$ cat src/hdl/vbtc_pkg.sv
`default_nettype none

package vbtc_pkg;

   localparam int CSR_INDEX_W = 3;
   localparam int CSR_DATA_W  = 64;
   localparam int DIM_REG_W   = 11;
   localparam int LEVEL_W     = 7;

   localparam logic [CSR_INDEX_W-1:0] CSR_DENSITY_THRESHOLD = 3'd0;
   localparam logic [CSR_INDEX_W-1:0] CSR_CHANNEL_GAINS     = 3'd1;
   localparam logic [CSR_INDEX_W-1:0] CSR_BOX_ENABLE        = 3'd2;
   localparam logic [CSR_INDEX_W-1:0] CSR_VOLUME_WIDTH      = 3'd3;
   localparam logic [CSR_INDEX_W-1:0] CSR_VOLUME_HEIGHT     = 3'd4;
   localparam logic [CSR_INDEX_W-1:0] CSR_VOLUME_DEPTH      = 3'd5;

   localparam logic [7:0]           THRESHOLD_RESET = 8'd60;
   localparam logic [63:0]          GAINS_RESET     = 64'h0100_0100_0100_0100;
   localparam logic [DIM_REG_W-1:0] DIM_RESET       = 11'd256;
   localparam logic [7:0]           OUTLINE_VALUE   = 8'd110;

   localparam int MID_DEPTH = 2;
   localparam int OUT_DEPTH = 2;

   typedef struct packed {
      logic [7:0] voxel;
      logic       volume_start;
   } req_type;

   typedef struct packed {
      logic [7:0] red;
      logic [7:0] green;
      logic [7:0] blue;
      logic [7:0] alpha;
      logic       on_box_edge;
   } rsp_type;

   // Classified word handed from the front to the back.
   typedef struct packed {
      logic [LEVEL_W-1:0] level;
      logic               on_box_edge;
   } mid_type;

   typedef struct packed {
      logic [7:0]           density_threshold;
      logic [63:0]          channel_gains;
      logic                 box_enable;
      logic [DIM_REG_W-1:0] volume_width;
      logic [DIM_REG_W-1:0] volume_height;
      logic [DIM_REG_W-1:0] volume_depth;
   } cfg_type;

endpackage

`default_nettype wire

$ cat src/hdl/vbtc_fifo.sv
`default_nettype none

module vbtc_fifo #(
   parameter type item_type = logic,
   parameter int  DEPTH     = 2
) (
   input  wire logic     clock,
   input  wire logic     reset,
   input  wire logic     push,
   input  wire item_type wr_data,
   output logic          full,
   input  wire logic     pop,
   output item_type      rd_data,
   output logic          empty
);

   localparam int PTR_W = (DEPTH > 1) ? $clog2(DEPTH) : 1;
   localparam int CNT_W = $clog2(DEPTH + 1);

   item_type             mem_ff [DEPTH];
   logic [PTR_W-1:0]     wr_ptr_ff, wr_ptr_in;
   logic [PTR_W-1:0]     rd_ptr_ff, rd_ptr_in;
   logic [CNT_W-1:0]     count_ff, count_in;
   logic                 do_push, do_pop;

   assign full    = (count_ff == CNT_W'(DEPTH));
   assign empty   = (count_ff == '0);
   assign do_push = push && !full;
   assign do_pop  = pop && !empty;
   assign rd_data = mem_ff[rd_ptr_ff];

   always_comb begin
      wr_ptr_in = wr_ptr_ff;
      rd_ptr_in = rd_ptr_ff;
      count_in  = count_ff;
      if (do_push) begin
         wr_ptr_in = (wr_ptr_ff == PTR_W'(DEPTH - 1)) ? '0 : wr_ptr_ff + 1'b1;
      end
      if (do_pop) begin
         rd_ptr_in = (rd_ptr_ff == PTR_W'(DEPTH - 1)) ? '0 : rd_ptr_ff + 1'b1;
      end
      if (do_push && !do_pop) begin
         count_in = count_ff + 1'b1;
      end else if (do_pop && !do_push) begin
         count_in = count_ff - 1'b1;
      end
   end

   always_ff @(posedge clock) begin
      if (reset) begin
         wr_ptr_ff <= '0;
         rd_ptr_ff <= '0;
         count_ff  <= '0;
      end else begin
         wr_ptr_ff <= wr_ptr_in;
         rd_ptr_ff <= rd_ptr_in;
         count_ff  <= count_in;
      end
   end

   always_ff @(posedge clock) begin
      if (do_push) begin
         mem_ff[wr_ptr_ff] <= wr_data;
      end
   end

endmodule

`default_nettype wire

$ cat src/hdl/vbtc_front.sv
`default_nettype none

module vbtc_front #(
   parameter int MAX_DIM       = 1024,
   parameter int BOX_THICKNESS = 4
) (
   input  wire logic             clock,
   input  wire logic             reset,
   input  wire vbtc_pkg::cfg_type cfg,
   input  wire logic             accept,
   input  wire vbtc_pkg::req_type req,
   output vbtc_pkg::mid_type     mid
);

   import vbtc_pkg::*;

   localparam int POS_W = $clog2(MAX_DIM);
   localparam int DIM_W = $clog2(MAX_DIM + 1);
   localparam int CW    = ((DIM_W > DIM_REG_W) ? DIM_W : DIM_REG_W) + 1;

   logic [POS_W-1:0] col_ff, col_in, row_ff, row_in, slc_ff, slc_in;
   logic [POS_W-1:0] col, row, slc;
   logic [CW-1:0]    w_eff, h_eff, d_eff;
   logic [CW-1:0]    col_next, row_next, slc_next;
   logic             col_wrap, row_wrap, slc_wrap;
   logic             near_c, near_r, near_s, on_edge;
   logic [7:0]       v;
   logic [7:0]       diff;

   function automatic logic [CW-1:0] eff_dim(input logic [DIM_REG_W-1:0] d);
      logic [CW-1:0] dx;
      dx = CW'(d);
      if (dx == '0 || dx > CW'(MAX_DIM)) begin
         return CW'(MAX_DIM);
      end
      return dx;
   endfunction

   // An axis is near a face when pos < T or pos > dim - T - 1, i.e. pos + T >= dim.
   function automatic logic near_face(input logic [POS_W-1:0] p, input logic [CW-1:0] dim);
      return (CW'(p) < CW'(BOX_THICKNESS)) || ((CW'(p) + CW'(BOX_THICKNESS)) >= dim);
   endfunction

   always_comb begin
      w_eff = eff_dim(cfg.volume_width);
      h_eff = eff_dim(cfg.volume_height);
      d_eff = eff_dim(cfg.volume_depth);

      col = req.volume_start ? '0 : col_ff;
      row = req.volume_start ? '0 : row_ff;
      slc = req.volume_start ? '0 : slc_ff;

      near_c  = near_face(col, w_eff);
      near_r  = near_face(row, h_eff);
      near_s  = near_face(slc, d_eff);
      on_edge = cfg.box_enable &&
                ((near_c && near_r) || (near_c && near_s) || (near_r && near_s));

      v    = on_edge ? OUTLINE_VALUE : req.voxel;
      diff = (v < cfg.density_threshold) ? 8'd0 : v - cfg.density_threshold;

      mid.level       = diff[7:1];
      mid.on_box_edge = on_edge;

      // Raster advance: the row moves only when the column wraps, and so on.
      col_next = CW'(col) + 1'b1;
      row_next = CW'(row) + 1'b1;
      slc_next = CW'(slc) + 1'b1;
      col_wrap = col_next >= w_eff;
      row_wrap = row_next >= h_eff;
      slc_wrap = slc_next >= d_eff;

      col_in = col_wrap ? '0 : col_next[POS_W-1:0];
      row_in = row;
      slc_in = slc;
      if (col_wrap) begin
         row_in = row_wrap ? '0 : row_next[POS_W-1:0];
         if (row_wrap) begin
            slc_in = slc_wrap ? '0 : slc_next[POS_W-1:0];
         end
      end
   end

   always_ff @(posedge clock) begin
      if (reset) begin
         col_ff <= '0;
         row_ff <= '0;
         slc_ff <= '0;
      end else if (accept) begin
         col_ff <= col_in;
         row_ff <= row_in;
         slc_ff <= slc_in;
      end
   end

endmodule

`default_nettype wire

$ cat src/hdl/vbtc_back.sv
`default_nettype none

module vbtc_back (
   input  wire logic              clock,
   input  wire logic              reset,
   input  wire logic [63:0]       gains,
   input  wire logic              mid_empty,
   input  wire vbtc_pkg::mid_type mid,
   output logic                   mid_pop,
   output logic                   rsp_empty,
   input  wire logic              rsp_pop,
   output vbtc_pkg::rsp_type      rsp_data
);

   import vbtc_pkg::*;

   logic    out_full;
   rsp_type result;

   // Level times an unsigned 8.8 gain, fraction dropped, clipped to a byte.
   function automatic logic [7:0] scale(input logic [LEVEL_W-1:0] level,
                                        input logic [15:0] gain);
      logic [LEVEL_W+15:0] prod;
      logic [LEVEL_W+7:0]  whole;
      prod  = (LEVEL_W + 16)'(level) * (LEVEL_W + 16)'(gain);
      whole = prod[LEVEL_W+15:8];
      return (whole > (LEVEL_W + 8)'(255)) ? 8'hFF : whole[7:0];
   endfunction

   always_comb begin
      result.red         = scale(mid.level, gains[15:0]);
      result.green       = scale(mid.level, gains[31:16]);
      result.blue        = scale(mid.level, gains[47:32]);
      result.alpha       = scale(mid.level, gains[63:48]);
      result.on_box_edge = mid.on_box_edge;
   end

   assign mid_pop = !mid_empty && !out_full;

   vbtc_fifo #(
      .item_type (rsp_type),
      .DEPTH     (OUT_DEPTH)
   ) u_out_fifo (
      .clock   (clock),
      .reset   (reset),
      .push    (mid_pop),
      .wr_data (result),
      .full    (out_full),
      .pop     (rsp_pop),
      .rd_data (rsp_data),
      .empty   (rsp_empty)
   );

endmodule

`default_nettype wire

$ cat src/hdl/voxel_box_threshold_colorizer_top.sv
// Voxel colorizer with an optional bounding box outline.
// Input words (voxel, volume_start) are pushed with req_push while req_full
// is low; one result word (red, green, blue, alpha, on_box_edge) comes out
// per input word, in order, read with rsp_pop while rsp_empty is low.
// Registers are written through csr_valid/csr_index/csr_data; csr_ready is
// always high, and registers should only change while no word is in flight.
// Accepted words pass through the middle queue into the result queue, whose
// head drives rsp_data. Throughput: one word per cycle while rsp_pop is high.
// The front stage tracks the raster position and classifies each voxel in
// the accept cycle; a two-word queue feeds the back stage, whose four
// small multipliers write a two-word result queue.
// Reset clears the position counters, both queues and loads the register
// defaults (threshold 60, gains 1.0, box off, 256 cubed volume).
// When the receiver stalls, the result queue fills, then the middle queue,
// and req_full rises; no word is dropped.
`default_nettype none

module voxel_box_threshold_colorizer_top #(
   parameter int MAX_DIM       = 1024,
   parameter int BOX_THICKNESS = 4
) (
   input  wire logic                                 clock,
   input  wire logic                                 reset,
   input  wire logic                                 req_push,
   output logic                                      req_full,
   input  wire vbtc_pkg::req_type                    req_data,
   output logic                                      rsp_empty,
   input  wire logic                                 rsp_pop,
   output vbtc_pkg::rsp_type                         rsp_data,
   input  wire logic                                 csr_valid,
   output logic                                      csr_ready,
   input  wire logic [vbtc_pkg::CSR_INDEX_W-1:0]     csr_index,
   input  wire logic [vbtc_pkg::CSR_DATA_W-1:0]      csr_data
);

   import vbtc_pkg::*;

   cfg_type cfg_ff, cfg_in;
   mid_type mid_wr, mid_rd;
   logic    accept, mid_full, mid_empty, mid_pop;

   assign csr_ready = 1'b1;
   assign accept    = req_push && !req_full;
   assign req_full  = mid_full;

   always_comb begin
      cfg_in = cfg_ff;
      if (csr_valid) begin
         case (csr_index)
            CSR_DENSITY_THRESHOLD: cfg_in.density_threshold = csr_data[7:0];
            CSR_CHANNEL_GAINS:     cfg_in.channel_gains     = csr_data;
            CSR_BOX_ENABLE:        cfg_in.box_enable        = csr_data[0];
            CSR_VOLUME_WIDTH:      cfg_in.volume_width      = csr_data[DIM_REG_W-1:0];
            CSR_VOLUME_HEIGHT:     cfg_in.volume_height     = csr_data[DIM_REG_W-1:0];
            CSR_VOLUME_DEPTH:      cfg_in.volume_depth      = csr_data[DIM_REG_W-1:0];
            default: begin
            end
         endcase
      end
   end

   always_ff @(posedge clock) begin
      if (reset) begin
         cfg_ff.density_threshold <= THRESHOLD_RESET;
         cfg_ff.channel_gains     <= GAINS_RESET;
         cfg_ff.box_enable        <= 1'b0;
         cfg_ff.volume_width      <= DIM_RESET;
         cfg_ff.volume_height     <= DIM_RESET;
         cfg_ff.volume_depth      <= DIM_RESET;
      end else begin
         cfg_ff <= cfg_in;
      end
   end

   vbtc_front #(
      .MAX_DIM       (MAX_DIM),
      .BOX_THICKNESS (BOX_THICKNESS)
   ) u_front (
      .clock  (clock),
      .reset  (reset),
      .cfg    (cfg_ff),
      .accept (accept),
      .req    (req_data),
      .mid    (mid_wr)
   );

   vbtc_fifo #(
      .item_type (mid_type),
      .DEPTH     (MID_DEPTH)
   ) u_mid_fifo (
      .clock   (clock),
      .reset   (reset),
      .push    (accept),
      .wr_data (mid_wr),
      .full    (mid_full),
      .pop     (mid_pop),
      .rd_data (mid_rd),
      .empty   (mid_empty)
   );

   vbtc_back u_back (
      .clock     (clock),
      .reset     (reset),
      .gains     (cfg_ff.channel_gains),
      .mid_empty (mid_empty),
      .mid       (mid_rd),
      .mid_pop   (mid_pop),
      .rsp_empty (rsp_empty),
      .rsp_pop   (rsp_pop),
      .rsp_data  (rsp_data)
   );

   // A word entering an empty block reaches the result ports through the middle and result queues.
   a_latency: assert property (@(posedge clock) disable iff (reset)
      accept && mid_empty && rsp_empty |=> ##1 !rsp_empty)
      else $error("accepted word did not reach the result queue");

   // The outline flag can only be set while the outline is enabled.
   a_edge_enabled: assert property (@(posedge clock) disable iff (reset)
      !rsp_empty && rsp_data.on_box_edge |-> cfg_ff.box_enable)
      else $error("outline flag set with the box disabled");

   // An outline voxel at or below the threshold gives a black, clear word.
   a_edge_dark: assert property (@(posedge clock) disable iff (reset)
      !rsp_empty && rsp_data.on_box_edge && cfg_ff.density_threshold >= OUTLINE_VALUE
      |-> rsp_data.red == 8'd0 && rsp_data.green == 8'd0 &&
          rsp_data.blue == 8'd0 && rsp_data.alpha == 8'd0)
      else $error("outline voxel below threshold produced color");

endmodule

`default_nettype wire

$ cat config.mk
export PLATFORM = sky130hd
export DESIGN_NAME = voxel_box_threshold_colorizer_top
export DESIGN_NICKNAME = d
export VERILOG_FILES = /design/src/hdl/vbtc_pkg.sv /design/src/hdl/vbtc_fifo.sv /design/src/hdl/vbtc_front.sv /design/src/hdl/vbtc_back.sv /design/src/hdl/voxel_box_threshold_colorizer_top.sv
export SDC_FILE = /design/constraint.sdc
export NUM_CORES = 1
export LEC_CHECK = 0
export BUFFER_PORTS_ARGS = -buffer_cell sky130_fd_sc_hd__buf_2
export CAP_MARGIN = 20
export CORE_ASPECT_RATIO = 0.9
export CORE_MARGIN = 10
export CORE_UTILIZATION = 40
export CTS_CLUSTER_SIZE = 10
export DETAILED_ROUTE_END_ITERATION = 8
export PLACE_DENSITY_LB_ADDON = 0.08
export SLEW_MARGIN = 20
export SYNTH_ARGS = -nofsm -noshare
export SYNTH_HDL_FRONTEND = slang
export SYNTH_SLANG_ARGS = --single-unit
$ cat constraint.sdc
create_clock -name clock -period 11.3 [get_ports clock]
set_input_delay 1.13 -clock clock [delete_from_list [all_inputs] [get_ports clock]]
set_output_delay 1.13 -clock clock [all_outputs]
set_load 0.005 [all_outputs]
==> flow_summary.toml, run 1 <==
[cells_and_area]
n_antenna_cell = 0
area.growth.synth_to_final_pct = 8.71
final_net_count = 3433
final_layout_size_suffix_gt1_share_pct = 8.43
final_cell_area_sq_mm = 0.0270

[sta]
timing.final.crit_share_pct = 73.0
timing.fmax_mhz = 121
count_of_endpoints_failing_hold_in_the_final_timing_report = 0
setup_viol = 0
postLayoutSetupSlackWorst_ps = 3050
setup-tns-final_ps = 0
final.setup_skew_ps = 27.9
timing_max_transition_violations_final = 0
grt_setup_unrepaired = "false"
finalWorstPathRequiredPeriod_ps = 8250
worst-slew-pin-transition_ps = 1090
relSlewSlack_pct = 27.1

[grt]
grt_pass1_wl_mm = 105
grt_max_degree = 94
track_usage_pct = 17.7
global_route.overflow_total = 0
grt_antenna_before_repair = 1
first_global_vias = 19900

[routing]
route.vias.total = 18800
drc_violation_total_after_the_first_tritonroute_iteration = 823
drt-total-wl_mm = 63.4
detailedRoute.firstPassIterationCount = 5
post-route-drc-count = 0
vias_cell = 5.15
routedWlPerCell_microns = 17.4
postRouteAntennaNets = 0

[worst_setup_path]
critical_path.slowest_cell = "sky130_fd_sc_hd__clkinv_1"
critical-path-max-stage-delay_ps = 890
worstSetupStartpoint = "req_data[0]"
r2r-end = "u_back.u_out_fifo.mem_ff[0][21]$_DFFE_PP_"
cp.arrival_ps = 8580
ff2ff_setup_slack_ps = 4510
setup.worst_path.start_class = "input port"
end_point_of_the_critical_path = "u_mid_fifo.mem_ff[1][3]$_DFFE_PP_"
endpoint_kind = "flop"
reg2reg_depth = 19
crit_path_category = "input port to flop"
critical_path.most_common_cell = "sky130_fd_sc_hd__ha_1"
critical_path_peak_fanout = 39
worst_ep_required_time_ps = 11640

[synthesis]
synth_sequential_area_ratio_pct = 21.7
synthesis.instances = 2781
synth_fp_nets = 3375
yosysWarningCount = 0
synth.area.top_cells = "sky130_fd_sc_hd__fa_1 22%, sky130_fd_sc_hd__ha_1 12%, sky130_fd_sc_hd__dfxtp_1 12%"
ys_dominant_reg_cell = "sky130_fd_sc_hd__dfxtp_1"
postSynth.asyncResetShare_pct = 0
ys_types = 77
syn-mean-instance-area_sq_um = 8.92
ys_ff_latch = 228
post_synth_instance_area_sq_mm = 0.0248
yosysMostFrequentCell = "sky130_fd_sc_hd__nand2_1"
synth_top_area_share_pct = 22.0
yosysTopAreaCell = "sky130_fd_sc_hd__fa_1"
synth-edff-count = 82
synth_commonest_cells = "380 x sky130_fd_sc_hd__nand2_1, 345 x sky130_fd_sc_hd__and2_1, 340 x sky130_fd_sc_hd__inv_1"

[cts]
postCtsSetupBuffers = 0
ctsHoldBuffers = 0
tritoncts_sinks = 228
worst_skew_pair.late_latency_ps = 600
cts.root.buffer_cell = "sky130_fd_sc_hd__clkbuf_16"
htree_levels = 1
numCtsBuffers = 28
cts.reportedPaths.clkPinSlew_ps = 60
cts_repair_resize_count = 0
cts_max_path_buffers = 3
tritoncts = "done"

[pwr]
static-leakage-power_nw = 12.7
finalPower_mw = 3.28
ir_worst_vdd_v = 0.000116
power_density_mw_per_mm2 = 122

[status]
run_status = "completed"

[die]
die_area_sq_mm = 0.0724
start_util_pct = 40.5
fp.dieW_microns = 283
top_level_port_count = 117
fp-row-count = 86
die_height_microns = 256
floorplan.core_area_sq_mm = 0.0613

[hold_path]
min_path_cells = 2
hp-class = "flop to flop"
hold_path.startpoint = "cfg_ff[22]$_SDFFE_PP0P_"

[job]
maxCapViolCount = 0

[placement]
place.detailed.hpwl_mm = 47.2
place_worst_setup_slack_ps = 2620
io_buffers = 115
dpl_cell_area_sq_mm = 0.0261
gp_congestion = 0.847
[flip-flops by register name, indices dropped and copies added (netlist names), named ones only]
signal                       cells
cfg_ff                         106
u_back.u_out_fifo.mem_ff        66
u_mid_fifo.mem_ff               16
u_front.col_ff                  10
u_front.row_ff                  10
u_front.slc_ff                  10
u_back.u_out_fifo.count_ff       2
u_mid_fifo.count_ff              2
u_back.u_out_fifo.rd_ptr_ff      1
u_back.u_out_fifo.wr_ptr_ff      1
u_mid_fifo.rd_ptr_ff             1
u_mid_fifo.wr_ptr_ff             1
[per-stage QoR]
| step | std cells | util, % | hold slack (ps) |
|---|---|---|---|
| CTS | 3650 | 44.0 | 472 |
| finish | 3650 | 44.0 | 472 |
| global placement | 3601 | 42.6 | 457 |
| floorplan | 2781 | - | 445 |
| detailed placement | 3601 | 42.6 | 463 |
| global route | 3650 | 44.0 | 489 |
[layout by cell type (no fill, tap or decap), types with 15 or more instances in the layout]
master                      netlist  final
sky130_fd_sc_hd__buf_2            0    114
sky130_fd_sc_hd__buf_4            1     15
sky130_fd_sc_hd__and2_1         345    345
sky130_fd_sc_hd__xor2_1          39     39
sky130_fd_sc_hd__nand3_1         60     60
sky130_fd_sc_hd__clkbuf_16        0     28
sky130_fd_sc_hd__o21ai_0         59     59
sky130_fd_sc_hd__xnor2_1         34     34
sky130_fd_sc_hd__ha_1           240    240
sky130_fd_sc_hd__clkbuf_1        92     15
sky130_fd_sc_hd__edfxtp_1        82     82
sky130_fd_sc_hd__inv_1          340    340
sky130_fd_sc_hd__a21oi_1        172    172
sky130_fd_sc_hd__dfxtp_1        146    145
sky130_fd_sc_hd__nor3_1          27     27
sky130_fd_sc_hd__mux2_2          43     43
sky130_fd_sc_hd__fa_1           273    273
sky130_fd_sc_hd__nand2b_1        48     48
sky130_fd_sc_hd__nor2_1          97     94
sky130_fd_sc_hd__nand2_1        380    380
sky130_fd_sc_hd__o21a_1          20     20
sky130_fd_sc_hd__a31oi_1         16     16
sky130_fd_sc_hd__a22o_1          16     16
sky130_fd_sc_hd__nor2b_1         20     20
sky130_fd_sc_hd__a21o_1          25     25
[where the power goes]
| group | switching (mW) | internal, mW |
|---|---|---|
| logic | 0.822 | 0.492 |
| clock network | 0.366 | 0.479 |
| registers | 0.0762 | 1.04 |
[cell type report]
type	count	area, sq um
Inverter	341	1280
Fill cell	6087	34400
Clock buffer	46	798
Tap cell	792	991
Multi-Input combinational cell	2110	17800
Sequential cell	228	5390
Clock inverter	3	40.0
Timing Repair Buffer	130	694
[cells by family after synthesis]
group / count (synthesis) / share of synthesized area, %
compound gates: 404 / 10.5
xor+xnor: 73 / 2.58
fa+ha+maj: 514 / 34.2
buf+inv: 443 / 6.75
flops: 228 / 21.7
mux: 52 / 2.31
other cells: 1 / 0.0151
simple gates: 1066 / 21.9
[metal layers]
layer  global-route usage, %  up-vias  routed length (microns)  share of wire [%]
met3                    2.89       66                     2840                4.5
met1                    24.3     9282                    30500                 48
met5                       0        -                        0                  0
met4                    3.31        0                     1100                1.7
li1                        -     9203                        -                  -
met2                    29.0      251                    29000                 46
[worst max-delay path: cells and delay by family]
family                     cells  cell delay, ps
xor gates and xnor gates       1             140
AOI/OAI and AO/OA             10            2690
buffers and inverters          3            1650
adders and majority gates      4            1210
and+or+nand+nor                9            1750
[worst min-delay path by stage]
stage	endpoint
4_1_cts	cfg_ff[22]$_SDFFE_PP0P_
3_5_place_dp	cfg_ff[22]$_SDFFE_PP0P_
5_1_grt	cfg_ff[22]$_SDFFE_PP0P_
6_report	cfg_ff[22]$_SDFFE_PP0P_
3_3_place_gp	cfg_ff[22]$_SDFFE_PP0P_
2_1_floorplan	cfg_ff[0]$_SDFFE_PP0P_
No activity file was read; power rests on OpenSTA's default activity.
==> inputs of run 2 (changes only) <==
clock period = 7.23 ns   (was 11.3 ns; I/O delays follow)
==> run 2 against run 1 <==
Compared with the run above:
- cell area grew 0.72%
- clock power grew 68%
- cell count is 0.41% higher
- count of clock-buffer cells in the layout decreased by 3
- wire length increased by 3.3%
- die area did not move
- critical path type is now flop to flop
- largest power group unchanged
==> flow_summary.toml, run 2 (same netlist as run 1, synthesis figures left out) <==
[status]
run_status = "completed"

[cells_and_area]
seqCellArea_sq_mm = 0.00539
top_register = "cfg_ff"
stdcell_count = 3665
largest_register_ffs = 106
largest_registers = "cfg_ff: 106 flops, u_back.u_out_fifo.mem_ff: 66 flops, u_mid_fifo.mem_ff: 16 flops"
n_antenna_cell = 0
final_cell_mix = "380 x sky130_fd_sc_hd__nand2_1, 345 x sky130_fd_sc_hd__and2_1, 340 x sky130_fd_sc_hd__inv_1, 273 x sky130_fd_sc_hd__fa_1, 240 x sky130_fd_sc_hd__ha_1"
layout.cells.most_common = "sky130_fd_sc_hd__nand2_1"
final_layout_size_suffix_gt1_share_pct = 9.08
fillCellCount = 6150
area.growth.synth_to_final_pct = 9.49
multiInputGateArea_sq_mm = 0.0178
final_net_count = 3446

[worst_setup_path]
worst-path-stages = 18
cp_num_buf_inv = 2
reg2reg_depth = 18
cp.arrival_ps = 7160
crit_path_category = "flop to flop"
worst_ep_required_time_ps = 7580
critical_path.most_common_cell = "sky130_fd_sc_hd__fa_1"
crit_path_cell_trace = "mux2_2 > buf_4 > nand2_1 > fa_1 > fa_1 > inv_1 > fa_1 > fa_1 > ha_1 > nand4_1 > a211o_1 > a31oi_1 > o211ai_1 > o21ai_0 > mux2i_1 > and3_1 > nand4_1 > o21bai_1"
critical_path.slowest_cell = "sky130_fd_sc_hd__mux2_2"
worst_path_dominant_cell_family = "adder cells"
critical_path_peak_fanout = 37
setup.worst_path.start_class = "flop"
critical-path-max-stage-delay_ps = 750
endpoint_kind = "flop"

[sta]
setup_viol = 0
worst-slew-pin-transition_ps = 1020
final.setup_skew_ps = 31.1
count_of_endpoints_failing_hold_in_the_final_timing_report = 0
setup-tns-final_ps = 0
timing.hold.ws_ps = 352
relSlewSlack_pct = 31.7
timing_max_transition_violations_final = 0
finalWorstPathRequiredPeriod_ps = 6810
timing.fmax_mhz = 147
timing.final.crit_share_pct = 94.2
grt_setup_unrepaired = "false"

[routing]
drt-total-wl_mm = 65.5
routedWlPerCell_microns = 17.9
route.vias.total = 19100
post-route-drc-count = 0
postRouteAntennaNets = 0
detailedRoute.firstPassIterationCount = 5
vias_cell = 5.20
drc_violation_total_after_the_first_tritonroute_iteration = 874

[cts]
postCtsSetupBuffers = 0
tritoncts_sinks = 228
cts_repair_resize_count = 0
cts_max_path_buffers = 3
htree_levels = 1
cts.root.buffer_cell = "sky130_fd_sc_hd__clkbuf_16"
worst_skew_pair.late_latency_ps = 620
ctsHoldBuffers = 0
cts.reportedPaths.clkPinSlew_ps = 60
tritoncts = "done"
numCtsBuffers = 30

[grt]
first_global_vias = 20200
grt_pass1_wl_mm = 108
grt_antenna_before_repair = 3
global_route.overflow_total = 0
track_usage_pct = 18.3
grt.met2_usage_pct = 30.0
grt_most_used_layer = "met2"
grt_max_degree = 72
groute.layer.met3.usage_pct = 2.54
grt_use_met1_pct = 24.9

[die]
top_level_port_count = 117
die_area_sq_mm = 0.0724
start_util_pct = 40.5
die_height_microns = 256
fp.dieW_microns = 283
fp-row-count = 86
floorplan.core_area_sq_mm = 0.0613

[pwr]
netSwitchingFraction_pct = 38.1
pwr-share-comb_pct = 40.4
power_density_mw_per_mm2 = 194
cell_internal_pwr_mw = 3.25
p_switching_mw = 2.01
static-leakage-power_nw = 12.8
ir_worst_vdd_v = 0.000208
pwr-share-clk_pct = 27.1
power_frac_seq_pct = 32.6

[job]
maxCapViolCount = 0

[hold_path]
hp-class = "input port to flop"
min_path_cells = 3

[placement]
gp_congestion = 0.869
place.detailed.hpwl_mm = 49.9
placedCellCount = 3612
io_buffers = 115
run 2: changes by cell type in the layout (fill, tap and decap cells not counted), sizes merged:
cell and change:
bufinv +1, buf +11, clkinv +5, clkinvlp +1, clkbuf -3
run 2: path summary, 6_finish.rpt:
| check | to | start | slack (ps) |
|---|---|---|---|
| setup / recovery | u_back.u_out_fifo.mem_ff[0][28]$_DFFE_PP_ | flop | 420 |
| hold / removal | cfg_ff[49]$_SDFFE_PP0P_ | csr_data[15] | 350 |
| setup reg to reg | u_back.u_out_fifo.mem_ff[0][28]$_DFFE_PP_ | flop | 420 |
| hold reg to reg | cfg_ff[26]$_SDFFE_PP0P_ | cfg_ff[26]$_SDFFE_PP0P_ | 470 |
run 2: metrics by stage:
step / setup slack, ps / power (mW) / area [sq um] / util, %
final: 422 / 5.26 / 27200 / 44.3
after global routing: 10.1 / 5.68 / 27200 / 44.3
after CTS: 428 / 5.37 / 27200 / 44.3
after detailed placement: 467 / 3.90 / 26200 / 42.8
after global placement: 475 / 3.87 / 26200 / 42.8
after floorplan: 925 / 3.14 / 24800 / -
run 2: layout make-up:
| class | instances | share of cell area (%) |
|---|---|---|
| repair buffers | 141 | 2.94 |
| inverters | 341 | 4.71 |
| flip-flops and latches | 228 | 19.8 |
| clock buffers | 43 | 3.02 |
| well taps | 792 | 3.65 |
| clock inverters | 10 | 0.392 |
| multi-input cells | 2110 | 65.5 |
run 2: worst reg2reg max path, stage by stage, from the launching register on:
cell and delay, ps:
sky130_fd_sc_hd__dfxtp_1 570, sky130_fd_sc_hd__mux2_2 750, sky130_fd_sc_hd__buf_4 450, sky130_fd_sc_hd__nand2_1 130
sky130_fd_sc_hd__fa_1 480, sky130_fd_sc_hd__fa_1 490, sky130_fd_sc_hd__inv_1 50, sky130_fd_sc_hd__fa_1 490
sky130_fd_sc_hd__fa_1 420, sky130_fd_sc_hd__ha_1 320, sky130_fd_sc_hd__nand4_1 100, sky130_fd_sc_hd__a211o_1 260
sky130_fd_sc_hd__a31oi_1 610, sky130_fd_sc_hd__o211ai_1 190, sky130_fd_sc_hd__o21ai_0 330, sky130_fd_sc_hd__mux2i_1 210
sky130_fd_sc_hd__and3_1 160, sky130_fd_sc_hd__nand4_1 270, sky130_fd_sc_hd__o21bai_1 290
run 2: power groups by stage:
stage / combinational, mW / clock [mW] / sequential (mW)
after floorplan: 1.43 / 0 / 1.71
after global placement: 2.13 / 0 / 1.74
after detailed placement: 2.16 / 0 / 1.74
after CTS: 2.18 / 1.48 / 1.72
after global routing: 2.42 / 1.52 / 1.73
final: 2.12 / 1.42 / 1.71
run 2: routing by layer:
metal  up-vias  wire, microns
li1       9240              -
met2       292          30000
met5         -             12
met1      9444          31200
met3        82           2640
met4         2           1670
